## config.mk

```make
export PLATFORM = sky130hd
export DESIGN_NAME = bfir_divider
export DESIGN_NICKNAME = d
export VERILOG_FILES = /design/src/rtl/bfir_pkg.sv /design/src/rtl/bfir_divider.sv
export SDC_FILE = /design/constraint.sdc
export NUM_CORES = 1
export LEC_CHECK = 0
export BUFFER_PORTS_ARGS = -buffer_cell sky130_fd_sc_hd__buf_2
export CORE_AREA = 2 2 92 94
export DETAILED_ROUTE_END_ITERATION = 12
export DIE_AREA = 0 0 94 96
export HOLD_SLACK_MARGIN = 0.05
export PLACE_DENSITY = 0.72
export SETUP_SLACK_MARGIN = 0.1
export SLEW_MARGIN = 20
export SYNTH_ARGS = -nofsm -noshare
export SYNTH_HDL_FRONTEND = slang
export SYNTH_SLANG_ARGS = --single-unit
```

## constraint.sdc

```tcl
create_clock -name clock -period 6.2 [get_ports clock]
set_input_delay 0.31 -clock clock [delete_from_list [all_inputs] [get_ports clock]]
set_output_delay 0.31 -clock clock [all_outputs]
set_load 0.005 [all_outputs]
```

## src/rtl/bfir_pkg.sv

```systemverilog
package bfir_pkg;

   localparam int CFG_W       = 9;
   localparam int CSR_INDEX_W = 2;
   localparam int COORD_W     = 8;
   localparam int CHAN_W      = 8;
   localparam int PIXEL_W     = 32;
   localparam int COUNT_W     = 17;
   localparam int REQ_DATA_W  = 48;
   localparam int RSP_DATA_W  = 56;
   localparam int EXT_W       = 10;
   localparam int NUM_W       = 18;

   // shared divider: long ops cover channel sums, short ops cover window math
   localparam int DIVIDEND_W  = 26;
   localparam int DIVISOR_W   = 18;
   localparam int SHORT_W     = 17;
   localparam int ITER_W      = 5;

   localparam logic [CFG_W-1:0] SIZE_RESET = 9'd256;

   localparam logic KIND_LOAD    = 1'b0;
   localparam logic KIND_REQUEST = 1'b1;

   typedef enum logic [CSR_INDEX_W-1:0] {
      CSR_SOURCE_WIDTH  = 2'd0,
      CSR_SOURCE_HEIGHT = 2'd1,
      CSR_TARGET_WIDTH  = 2'd2,
      CSR_TARGET_HEIGHT = 2'd3
   } csr_index_type;

   typedef enum logic [2:0] {
      OP_COL_FIRST = 3'd0,
      OP_COL_EXT   = 3'd1,
      OP_ROW_FIRST = 3'd2,
      OP_ROW_EXT   = 3'd3,
      OP_RED       = 3'd4,
      OP_GREEN     = 3'd5,
      OP_BLUE      = 3'd6,
      OP_ALPHA     = 3'd7
   } div_op_type;

   typedef struct packed {
      logic                  start;
      logic                  long_mode;
      logic [DIVIDEND_W-1:0] dividend;
      logic [DIVISOR_W-1:0]  divisor;
   } div_req_type;

   typedef struct packed {
      logic                  busy;
      logic                  done;
      logic [DIVIDEND_W-1:0] quotient;
   } div_rsp_type;

endpackage

```

## src/rtl/bfir_divider.sv

```systemverilog
module bfir_divider (
   input  logic                  clock,
   input  logic                  reset,
   input  bfir_pkg::div_req_type req,
   output bfir_pkg::div_rsp_type rsp
);
   import bfir_pkg::*;

   logic                  busy_ff, busy_in;
   logic                  done_ff, done_in;
   logic [ITER_W-1:0]     count_ff, count_in;
   logic [DIVISOR_W-1:0]  rem_ff, rem_in;
   logic [DIVIDEND_W-1:0] quo_ff, quo_in;
   logic [DIVISOR_W-1:0]  dvs_ff, dvs_in;
   logic [DIVISOR_W:0]    trial;
   logic [DIVISOR_W:0]    diff;

   // restoring division, one quotient bit per cycle
   always_comb begin
      busy_in  = busy_ff;
      done_in  = 1'b0;
      count_in = count_ff;
      rem_in   = rem_ff;
      quo_in   = quo_ff;
      dvs_in   = dvs_ff;
      trial    = {rem_ff, quo_ff[DIVIDEND_W-1]};
      diff     = trial - {1'b0, dvs_ff};
      if (req.start) begin
         busy_in = 1'b1;
         rem_in  = '0;
         dvs_in  = req.divisor;
         if (req.long_mode) begin
            quo_in   = req.dividend;
            count_in = ITER_W'(DIVIDEND_W);
         end else begin
            quo_in   = {req.dividend[SHORT_W-1:0], {(DIVIDEND_W-SHORT_W){1'b0}}};
            count_in = ITER_W'(SHORT_W);
         end
      end else if (busy_ff) begin
         if (!diff[DIVISOR_W]) begin
            rem_in = diff[DIVISOR_W-1:0];
            quo_in = {quo_ff[DIVIDEND_W-2:0], 1'b1};
         end else begin
            rem_in = trial[DIVISOR_W-1:0];
            quo_in = {quo_ff[DIVIDEND_W-2:0], 1'b0};
         end
         count_in = count_ff - ITER_W'(1);
         if (count_ff == ITER_W'(1)) begin
            busy_in = 1'b0;
            done_in = 1'b1;
         end
      end
   end

   always_ff @(posedge clock) begin
      if (reset) begin
         busy_ff  <= 1'b0;
         done_ff  <= 1'b0;
         count_ff <= '0;
      end else begin
         busy_ff  <= busy_in;
         done_ff  <= done_in;
         count_ff <= count_in;
      end
      rem_ff <= rem_in;
      quo_ff <= quo_in;
      dvs_ff <= dvs_in;
   end

   assign rsp.busy     = busy_ff;
   assign rsp.done     = done_ff;
   assign rsp.quotient = quo_ff;

   done_ends_busy_a: assert property (@(posedge clock) disable iff (reset)
      done_ff |-> $past(busy_ff) && !busy_ff)
      else $error("divider done without a finished run");

   start_only_idle_a: assert property (@(posedge clock) disable iff (reset)
      req.start |-> !busy_ff)
      else $error("divider started while busy");

   remainder_below_divisor_a: assert property (@(posedge clock) disable iff (reset)
      busy_ff && !req.start |-> rem_ff < dvs_ff)
      else $error("partial remainder not below divisor");

endmodule

```

==> results of run 1 <==
per-layer routing:
layer	GRT usage, %	wire length, um	vias up
li1	-	-	1590
met1	26.7	3950	1457
met2	30.5	3990	72
met3	3.60	387	15
met4	7.73	141	0
met5	0	0	-
placed cells by master (no fill, tap or decap), drive strengths merged, types with 20 or more instances in the layout:
cell type and n:
nor2 44, a21oi 31, mux2i 27, buf 79, edfxtp 44, ha 20
inv 33, o21ai 26, dfxtp 25, nand2 33
cell usage after synthesis (5+ instances only):
cell type                  count
sky130_fd_sc_hd__a211oi_1      9
sky130_fd_sc_hd__clkbuf_1     11
sky130_fd_sc_hd__a21oi_1      30
sky130_fd_sc_hd__nor2_1       44
sky130_fd_sc_hd__a21o_1        5
sky130_fd_sc_hd__dfxtp_1      25
sky130_fd_sc_hd__xor2_1        8
sky130_fd_sc_hd__nand3_1       8
sky130_fd_sc_hd__mux2i_1      27
sky130_fd_sc_hd__xnor2_1       5
sky130_fd_sc_hd__inv_1        32
sky130_fd_sc_hd__nor3_1        9
sky130_fd_sc_hd__nand2_1      33
sky130_fd_sc_hd__ha_1         20
sky130_fd_sc_hd__o21ai_0      25
sky130_fd_sc_hd__edfxtp_1     44
power groups by stage:
stage                     combinational [W]  sequential [W]  clock, W
final                              0.000237        0.000555  0.000317
after global routing               0.000267        0.000560  0.000344
after CTS                          0.000236        0.000555  0.000325
after detailed placement           0.000234        0.000565         0
after global placement             0.000230        0.000564         0
after floorplan                    0.000160        0.000563         0
state kept, by name, summed over array words and instances, names as in the netlist:
register and flops:
done_ff 1, count_ff 5, quo_ff 26, busy_ff 1, rem_ff 18, dvs_ff 18
critical path: cells and delay by family, from the launching register on:
kind,cells,cell delay [ns]
and+or+nand+nor,2,0.69
adders and majority gates,2,0.60
muxes,1,0.21
buffers and inverters,3,0.40
AOI/OAI and AO/OA,4,0.73
DFF,1,0.41
cell type report:
class                      count  share of cell area, %
clock buffer                   9                   2.74
sequential                    69                   40.3
multi-input combinational    281                   41.3
tap                          105                   2.91
timing repair buffer          79                   9.14
clock inverter                 7                  0.914
inverter                      32                   2.66
worst max path at each step:
stage,to,slack [ns],depth (start not counted)
floorplan,quo_ff[0],3.58,11
global placement,rem_ff[9],2.93,11
detailed placement,rem_ff[7],2.83,11
CTS,rem_ff[8],2.77,11
global route,rem_ff[9],2.75,12
finish,rem_ff[8],3.00,12
logic make-up (layout without fill, tap and decap cells):
| kind of cell | after synthesis | after routing | synth area share (%) |
|---|---|---|---|
| buffers and inverters | 50 | 127 | 5.24 |
| and+or+nand+nor | 127 | 127 | 16.1 |
| DFF | 69 | 69 | 46.8 |
| xor gates and xnor gates | 13 | 13 | 2.93 |
| muxes | 27 | 27 | 6.94 |
| adders and majority gates | 21 | 21 | 6.94 |
| AOI/OAI and AO/OA | 93 | 93 | 15.0 |
metrics by stage:
| step | cell area (um^2) | total power, W | utilization (%) |
|---|---|---|---|
| CTS | 4500 | 0.00112 | 55.9 |
| global placement | 4340 | 0.000794 | 53.9 |
| global route | 4520 | 0.00117 | 56.1 |
| floorplan | 3890 | 0.000723 | - |
| finish | 4520 | 0.00111 | 56.1 |
| detailed placement | 4340 | 0.000799 | 53.9 |
==> out/summary.md, run 1 <==
The final setup violation count was 0; the synthesis-to-layout area growth was 16.1%. Delay of the slowest cell on the worst path: 0.57 ns. Die outline height: 96 um. Category of the most critical setup path: flop to flop. STA classifies the critical path startpoint as a flop. The most critical setup path has its startpoint at quo_ff[25]. For this run, the number of Yosys warnings is 0. The cell area after synthesis is 3890 um^2. The clock latency on the worst-skew pair is 0.34 ns. Sorting the synthesized cells by area gives the leading types as sky130_fd_sc_hd__edfxtp_1 (34%), sky130_fd_sc_hd__dfxtp_1 (13%), sky130_fd_sc_hd__mux2i_1 (6.9%). The internal portion of the total power is 0.000779 W. The initial cell density of the core was 48.3%. The tools report the initial antenna violation count as 0. The worst register-to-register path begins at quo_ff[25]. The mean instance size in the synthesized netlist is 9.73 um^2, and the cell count after synthesis is 400. Data arrives at the worst endpoint at 3.39 ns. The most common flop cell mapped by yosys was sky130_fd_sc_hd__edfxtp_1. The maximum buffer depth of the clock tree is 2, and the switching share of total power is 29.7%.

The worst path uses 51.6% of the clock period. The quantity of I/O buffers inserted on ports came out at 75. The total number of placement rows was 33; the max-capacitance violation count was 0. The endpoint kind of the worst setup timing path is a flop.

The number of antenna repair diodes is 0. The worst pin sits at a relative slew slack of 47.3%. Entering global routing, the biggest net connects 78 pins.

The tools report the switching power total as 0.000330 W. The number of cell instances on the worst register-to-register path works out to 12. The number of max-slew violations in the final report is 0, and the top cell type's share of synthesized area is 33.9%. The first global-routing pass estimated 13700 um of wire. In the routed layout, each cell is associated on average with a via count of 5.38.

Clock tree synthesis selected as its root buffer the cell sky130_fd_sc_hd__clkbuf_8. The total length of routed wires was 8480 um. The final critical delay including setup and external delays is 3.20 ns. The proportion of power drawn by flip-flops and latches was 50.0%.

Remaining antenna violation count: 0. For this design the top-level I/O count stands at 76. First-pass iteration count of the detailed router: 4.

For the via count of the first global-routing pass, the log shows 2912. The logs give 5920 um for the HPWL after detailed placement and 8050 um^2 for the area of the placeable core. For this design, the sink count on the clock tree is 69. Across all register-to-register paths, the minimum setup slack is 3.00 ns. Based on the critical path, the design can be clocked at up to 313 MHz. The logs give 0 for the DRC violations left and 0.136 ns for the worst slack on hold paths. Summed over all failing endpoints, the final setup total negative slack is 0 ns.

In this run the most critical hold path is launched from req[2]. Type of the most critical hold path: input port to flop. The flow ran to the end, and the final reports show no timing, DRC or antenna violations.

The number of hold-slack violations in the final timing report was 0. The layout has 722 filler cells. At the worst endpoint, the required time is 6.39 ns. The number of buffers created by CTS is 9. The final layout contains 541 nets. Setup repair after global routing left no endpoint under its margin. The final routed wire length divided by cell count is 14.6 um.

The power share of the combinational group is 21.4%. Of all nets on the critical path, the largest fanout is 15. In this run, synthesis inferred 44 flip-flops with an integrated enable. The transition time of the tightest slew-check pin works out to 0.790 ns.

The synthesized netlist net count was 469. In this run the static leakage power is 2.02 nW. The die is 94 um wide.

TritonCTS built the clock tree. Library cell with the largest summed area after synthesis: sky130_fd_sc_hd__edfxtp_1. After synthesis, flip-flops and latches occupy 46.8% of the total area.

The distinct cell type count of the synthesized netlist is 58, and the power density normalized to cell area is 245 nW/um^2. Once the clock tree was built, the setup fixing pass inserted 0 buffers. Clock-pin slew was measured on the worst setup and hold paths at 0.08 ns. The number of instances on the worst hold path was 1. In the global route stage, overall resource usage came out at 19.4%. The total overflow left after global routing is 0. Traced cell by cell, the critical path runs through inv_1, ha_1, inv_1, fa_1, a211oi_1, o21ai_2, a21oi_2, nor3_1, nor3_4, buf_8, mux2i_1, a211oi_1. The number of hold buffers added after cts was 0; the number of gates given a new drive strength after cts was 0. Summing over every cut layer, the via total after detailed routing is 3134.

Counting flops and latches in the post-synthesis netlist gives 69. The part of the total power dissipated in the clock network came out at 28.6%. For the multi-input logic area, the log shows 1870 um^2. The clock tree synthesis step divided the H-tree into 3 levels. In the post-route analysis, the smallest setup slack over all paths is 3.00 ns.

Register area: 1820 um^2. The master of the slowest instance on the critical path was sky130_fd_sc_hd__nor3_4. OpenSTA, run right after detailed placement, puts the worst setup slack at 2.83 ns. Maximum VDD drop: 0.127 mV. For this block, the initial DRC count from the detailed router was 147. The run gives 0.0101 ns as the largest clock skew in the final design.

Non-filler instance count after layout: 582. Routability-driven placement finished with a final weighted congestion of 0.827. The tools report the total placed cells including tap cells as 565. The die area was 9020 um^2; the proportion of layout cells with a drive suffix above 1 was 21.2%. The reg-to-reg critical path endpoint is rem_ff[8]. The end point of the worst hold path is dvs_ff[2]. Counting flops with an async set or reset pin after synthesis yields a share of 0%.
Power figures use the tool's default switching activity.
==> inputs of run 2 (changes only) <==
==> constraint.sdc (replaced) <==
create_clock -name clock -period 3.3 [get_ports clock]
set_input_delay 0.165 -clock clock [delete_from_list [all_inputs] [get_ports clock]]
set_output_delay 0.165 -clock clock [all_outputs]
set_load 0.005 [all_outputs]
==> out/summary.md, run 2 (same netlist as run 1, synthesis figures left out) <==
The run finished with clean final reports. Summed over all failing endpoints, the final setup total negative slack is 0 ns. In this run the static leakage power is 2.14 nW. Derived from the worst setup path, the maximum achievable clock frequency is 333 MHz. Largest clock skew in the final design: 0.0132 ns. The total length of routed wires came out at 9120 um. Headroom to the max-slew limit came out at 57.3%.

Routability-driven placement finished with a final weighted congestion of 0.827. During placement, the flow inserted port buffers numbering 75. The total number of placement rows was 33. CTS saw 69 sinks. The largest net degree at the start of global routing was 39. The initial antenna violation count came out at 0. The area of the placeable core came out at 8050 um^2. The most common library cell in the layout ignoring fill and taps was sky130_fd_sc_hd__buf_2. The tightest min-delay check is of the input port to flop type.

The largest fanout of any net on the critical path is 13. The remaining antenna violation count is 0, and the first-pass GRT wire length is 14600 um. The maximum VDD drop is 0.276 mV. The worst setup margin is 0.301 ns, and the final setup violation count is 0. The category of the most critical setup path is flop to flop. For the post-place setup slack, the log shows 0.355 ns. The H-tree depth reported by CTS was 3; the max-capacitance violation count was 0.

The number of buffers created by CTS came out at 9. At the pin with the least slew margin, the transition time is 0.639 ns. The via count of the first global-routing pass is 3155, and the power density normalized to cell area is 477 nW/um^2.

The final critical delay including setup and external delays is 3.00 ns, and the proportion of layout cells with a drive suffix above 1 is 21.0%. The net count of the finished layout was 563. Dividing the final minimum period by the clock period gives 90.9%. The library cells used most frequently in the layout, excluding fill and tap cells, are sky130_fd_sc_hd__buf_2 (75), sky130_fd_sc_hd__nor2_1 (44), sky130_fd_sc_hd__edfxtp_1 (44). The number of placed I/O pins is 76. The worst setup path is captured at a flop. The die outline width is 94 um.

For the number of antenna repair diodes, the log shows 0. The via density per instance is 5.46. The tools report the maximum buffer depth of the clock tree as 2. The clock latency on the worst-skew pair was 0.35 ns.

Measured along the y axis, the die boundary spans 96 um. The HPWL after detailed placement is 6400 um. TritonCTS built the clock tree. The largest registers in the layout are quo_ff: 26 flops, dvs_ff: 18 flops, rem_ff: 18 flops. The floorplan step defined a die boundary enclosing 9020 um^2. The number of hold-slack violations in the final timing report was 0; the final routed wire length divided by cell count was 15.1 um. Setup repair after global routing left no endpoint under its margin.

Global routing consumed, over all layers together, 20.8% of the routing resources. The register with the most flip-flops was quo_ff. The detailed router finished its first iteration with 189 violations. For this configuration, the core starts out at a cell density of 48.3%. Data on the critical path arrives at its endpoint at 3.29 ns.

The required time of the worst setup path came out at 3.59 ns. The launching element type of the critical path is a flop. The clock-pin slew on the worst setup and hold paths was 0.07 ns.

The logs give 0 for the overflow left after global routing and 0 for the DRC violations left. The register with the most flip-flops in the layout has 26 of them. The area growth from synthesis to layout is 22.5%. The first detailed-routing pass took 7 iterations. The root buffer selected by CTS is sky130_fd_sc_hd__clkbuf_8. Hold timing on the final database bottoms out at a slack of 0.0750 ns. The number of max-slew violations in the final report came out at 0.

The routed layout has 3300 vias.
-- run 2: changes by cell type in the layout (fill, tap and decap cells not counted), moves of 2 or more --
cell | before | now
sky130_fd_sc_hd__dlygate4sd3_1 | 0 | 18
sky130_fd_sc_hd__buf_4 | 3 | 8
sky130_fd_sc_hd__clkinv_1 | 3 | 1
sky130_fd_sc_hd__bufinv_16 | 0 | 2
-- run 2: final cells by class --
type                    count  area, um^2
inverters                  32         120
repair buffers            101         616
clock buffers              10         128
flip-flops and latches     69        1820
fillers                   726        3280
clock inverters             6        86.3
well taps                 105         131
multi-input cells         281        1870
-- run 2: final timing paths --
check / startpoint / endpoint / slack, ns / depth (start not counted)
worst max-delay path: quo_ff[25] / rem_ff[17] / 0.30 / 12
worst min-delay path: reset / count_ff[1] / 0.08 / 2
worst max register to register: quo_ff[25] / rem_ff[17] / 0.30 / 12
worst min register to register: rem_ff[10] / rem_ff[10] / 0.49 / 2
-- run 2: stage by stage --
step           total power (W)  cells  util (%)  instance area, um^2
6_report               0.00228    604      59.2                 4770
5_1_grt                0.00239    604      59.2                 4770
4_1_cts                0.00229    604      59.2                 4770
3_5_place_dp           0.00151    570      54.3                 4380
3_3_place_gp           0.00150    570      54.3                 4380
2_1_floorplan          0.00136    400         -                 3890
-- run 2: report_power, final --
group	internal, W	switching (W)	total, W
combinational	0.000211	0.000258	0.000469
clock	0.000426	0.000335	0.000761
sequential	0.00100	0.0000440	0.00105
-- run 2: timing repair --
item                                   CTS  global route
endpoints found under the hold margin   18             0
buffers inserted                         0             0
gates resized for setup                  0             0
hold buffers                            18             0
-- run 2: routing by layer --
layer,vias up,GRT usage [%],part of all wire [%]
met3,7,4.93,5.4
met1,1566,27.4,44
met2,101,34.3,50
met4,0,6.28,0.46
met5,-,0,0
li1,1626,-,-
-- run 2: worst max-delay path, cell delays in order, from the launching register on --
cell	delay [ns]
sky130_fd_sc_hd__edfxtp_1	0.41
sky130_fd_sc_hd__inv_1	0.09
sky130_fd_sc_hd__ha_1	0.18
sky130_fd_sc_hd__inv_1	0.07
sky130_fd_sc_hd__fa_1	0.43
sky130_fd_sc_hd__a211oi_1	0.29
sky130_fd_sc_hd__o21ai_2	0.15
sky130_fd_sc_hd__a21oi_2	0.21
sky130_fd_sc_hd__o211a_1	0.25
sky130_fd_sc_hd__nor3_4	0.06
sky130_fd_sc_hd__buf_4	0.19
sky130_fd_sc_hd__or4b_1	0.52
sky130_fd_sc_hd__nand3_1	0.09
==> inputs of run 3 (changes only) <==
--- a/config.mk
+++ b/config.mk
@@ -6,11 +6,11 @@
 export NUM_CORES = 1
 export LEC_CHECK = 0
 export BUFFER_PORTS_ARGS = -buffer_cell sky130_fd_sc_hd__buf_2
-export CORE_AREA = 2 2 92 94
+export CORE_AREA = 2 2 87 89
 export DETAILED_ROUTE_END_ITERATION = 12
-export DIE_AREA = 0 0 94 96
+export DIE_AREA = 0 0 89 91
 export HOLD_SLACK_MARGIN = 0.05
-export PLACE_DENSITY = 0.72
+export PLACE_DENSITY = 0.79
 export SETUP_SLACK_MARGIN = 0.1
 export SLEW_MARGIN = 20
 export SYNTH_ARGS = -nofsm -noshare
==> out/summary.md, run 3 (same netlist as run 1, synthesis figures left out) <==
The run finished with clean final reports. STA classifies the critical path endpoint as a flop. The final routed wire length divided by cell count was 14.7 um; the total negative slack was 0 ns.

The number of placed I/O pins is 76, and the finished layout cell area is 4770 um^2. The final critical delay including setup and external delays was 2.90 ns; the first-pass iteration count of the detailed router was 4. Via density per instance: 5.48. The floorplan step defined a die boundary enclosing 8100 um^2. The clock-pin slew on the worst setup and hold paths is 0.08 ns. The post-layout total power is 0.00222 W, and the global placement routability congestion is 0.853. Most common library cell in the layout ignoring fill and taps: sky130_fd_sc_hd__buf_2. The via count of the first global-routing pass is 3282, and the detailed router's first-iteration violation count is 176. Along the worst hold path, the cell count comes to 2. Post-CTS repair changed the size of 0 cells.

Quantity of I/O buffers inserted on ports: 75. Counting cells, the worst reg-to-reg path comes to 12. Once routing completed, OpenROAD measured the worst setup slack at 0.399 ns.

The number of hold buffers added after cts was 18. The required time of the worst setup path was 3.51 ns; the relative slew slack was 59.8%. The die outline width is 89 um. In this run the power density over the cells is 466 nW/um^2.

The tools report the root buffer selected by CTS as sky130_fd_sc_hd__clkbuf_8. The logs give 563 for the net count of the finished layout and 0 for the number of max-slew violations in the final report. The final setup violation count was 0. The reg-to-reg critical path endpoint was rem_ff[7]. The area growth from synthesis to layout is 22.4%. In the layout the commonest cells are sky130_fd_sc_hd__buf_2 (75), sky130_fd_sc_hd__nor2_1 (44), sky130_fd_sc_hd__edfxtp_1 (44). The DRC violations left was 0; the initial antenna violation count was 0. The number of hold-slack violations in the final timing report was 0; the ratio of final minimum period to clock period was 87.9%. The tools report the number of sinks handled by clock tree synthesis as 69. The worst hold path begins at reset. Largest fanout of any net on the critical path: 14. Remaining antenna violation count: 0. The startpoint identified for the worst register-to-register timing path is quo_ff[25]. The worst setup path is of the flop to flop kind.

The maximum VDD drop was 0.319 mV; the first-pass GRT wire length was 14700 um. In this run the worst hold path is classified as input port to flop. The logs give 0 for the number of buffers inserted by post-CTS setup repair and 0 for the number of antenna repair diodes.

The register with the most flip-flops in the layout has 26 of them. The tools report the post-place instance area as 4380 um^2. The clock latency on the worst-skew pair was 0.35 ns; the H-tree depth reported by CTS was 3. The largest registers in the layout are quo_ff: 26 flops, dvs_ff: 18 flops, rem_ff: 18 flops.

Based on the critical path, the design can be clocked at up to 345 MHz. End point of the worst hold path: count_ff[3]. The post-place setup slack was 0.436 ns; the data arrival time of the critical path was 3.11 ns. The logs give 7140 um^2 for the area of the placeable core and 0.40 ns for the slack of the worst reg-to-reg path. For this run, the total global-route usage over all layers was measured as 23.2%.

The proportion of layout cells with a drive suffix above 1 is 21.4%. Setup repair after global routing left no endpoint under its margin. TritonCTS built the clock tree. For this run the aggregate overflow at the end of global routing stands at 0. The clock passes through at most 2 buffers. The final layout contains routed wiring with a total length of 8770 um.

For this configuration, the core starts out at a cell density of 54.5%. For the pin with the worst max-slew slack, the measured transition is 0.602 ns. The register with the most flip-flops in the final layout is quo_ff. STA classifies the critical path startpoint as a flop. The number of buffers created by CTS came out at 9. The leakage power figure is 2.14 nW, and the total number of placement rows is 31.

Largest net degree at the start of global routing: 40. Once detailed placement completed, the half-perimeter wirelength came to 6310 um. Measured along the y axis, the die boundary spans 91 um.

The largest clock skew in the final design is 0.0109 ns, and the worst slack on hold paths is 0.0873 ns. The routed layout has 3276 vias. Across the run, the number of max-cap violations was 0.
run 3: worst max-delay path by stage:
stage | startpoint | to | slack (ns) | cells after the start
6_report | quo_ff[25] | rem_ff[7] | 0.40 | 12
5_1_grt | quo_ff[25] | rem_ff[8] | 0.18 | 12
4_1_cts | quo_ff[25] | rem_ff[11] | 0.39 | 12
3_5_place_dp | quo_ff[25] | rem_ff[11] | 0.44 | 12
3_3_place_gp | quo_ff[25] | rem_ff[7] | 0.59 | 12
2_1_floorplan | quo_ff[25] | quo_ff[0] | 0.68 | 11
run 3: layer usage:
metal | vias up | track usage (%) | wire [um]
li1 | 1627 | - | -
met3 | 21 | 4.55 | 446
met5 | - | 0 | 0
met4 | 0 | 10.8 | 210
met2 | 96 | 36.6 | 4290
met1 | 1532 | 30.4 | 3820
run 3: layout make-up:
class / count / area (um^2)
Fill cell: 601 / 2370
Multi-Input combinational cell: 281 / 1870
Sequential cell: 69 / 1820
Timing Repair Buffer: 101 / 628
Clock buffer: 9 / 124
Tap cell: 99 / 124
Inverter: 32 / 120
Clock inverter: 7 / 81.3
run 3: power breakdown:
part / leakage (nW) / total, W / switching [W] / internal [W]
registers: 0.642 / 0.00104 / 0.0000439 / 0.00100
clock network: 0.101 / 0.000709 / 0.000350 / 0.000359
logic: 1.40 / 0.000468 / 0.000255 / 0.000213
total: 2.14 / 0.00222 / 0.000649 / 0.00157
run 3: worst max-delay path, stage by stage (launching register included):
cell	delay, ns
sky130_fd_sc_hd__edfxtp_1	0.42
sky130_fd_sc_hd__inv_1	0.08
sky130_fd_sc_hd__ha_1	0.16
sky130_fd_sc_hd__inv_1	0.05
sky130_fd_sc_hd__fa_1	0.42
sky130_fd_sc_hd__a211oi_1	0.29
sky130_fd_sc_hd__o21ai_2	0.15
sky130_fd_sc_hd__a21oi_2	0.23
sky130_fd_sc_hd__nor3_1	0.14
sky130_fd_sc_hd__nor3_4	0.26
sky130_fd_sc_hd__buf_4	0.25
sky130_fd_sc_hd__mux2i_1	0.21
sky130_fd_sc_hd__a211oi_1	0.09
run 3: through the flow:
stage | util, % | cells
final | 66.8 | 598
after global routing | 66.8 | 598
after CTS | 66.8 | 598
after detailed placement | 61.4 | 564
after global placement | 61.4 | 564
after floorplan | - | 400
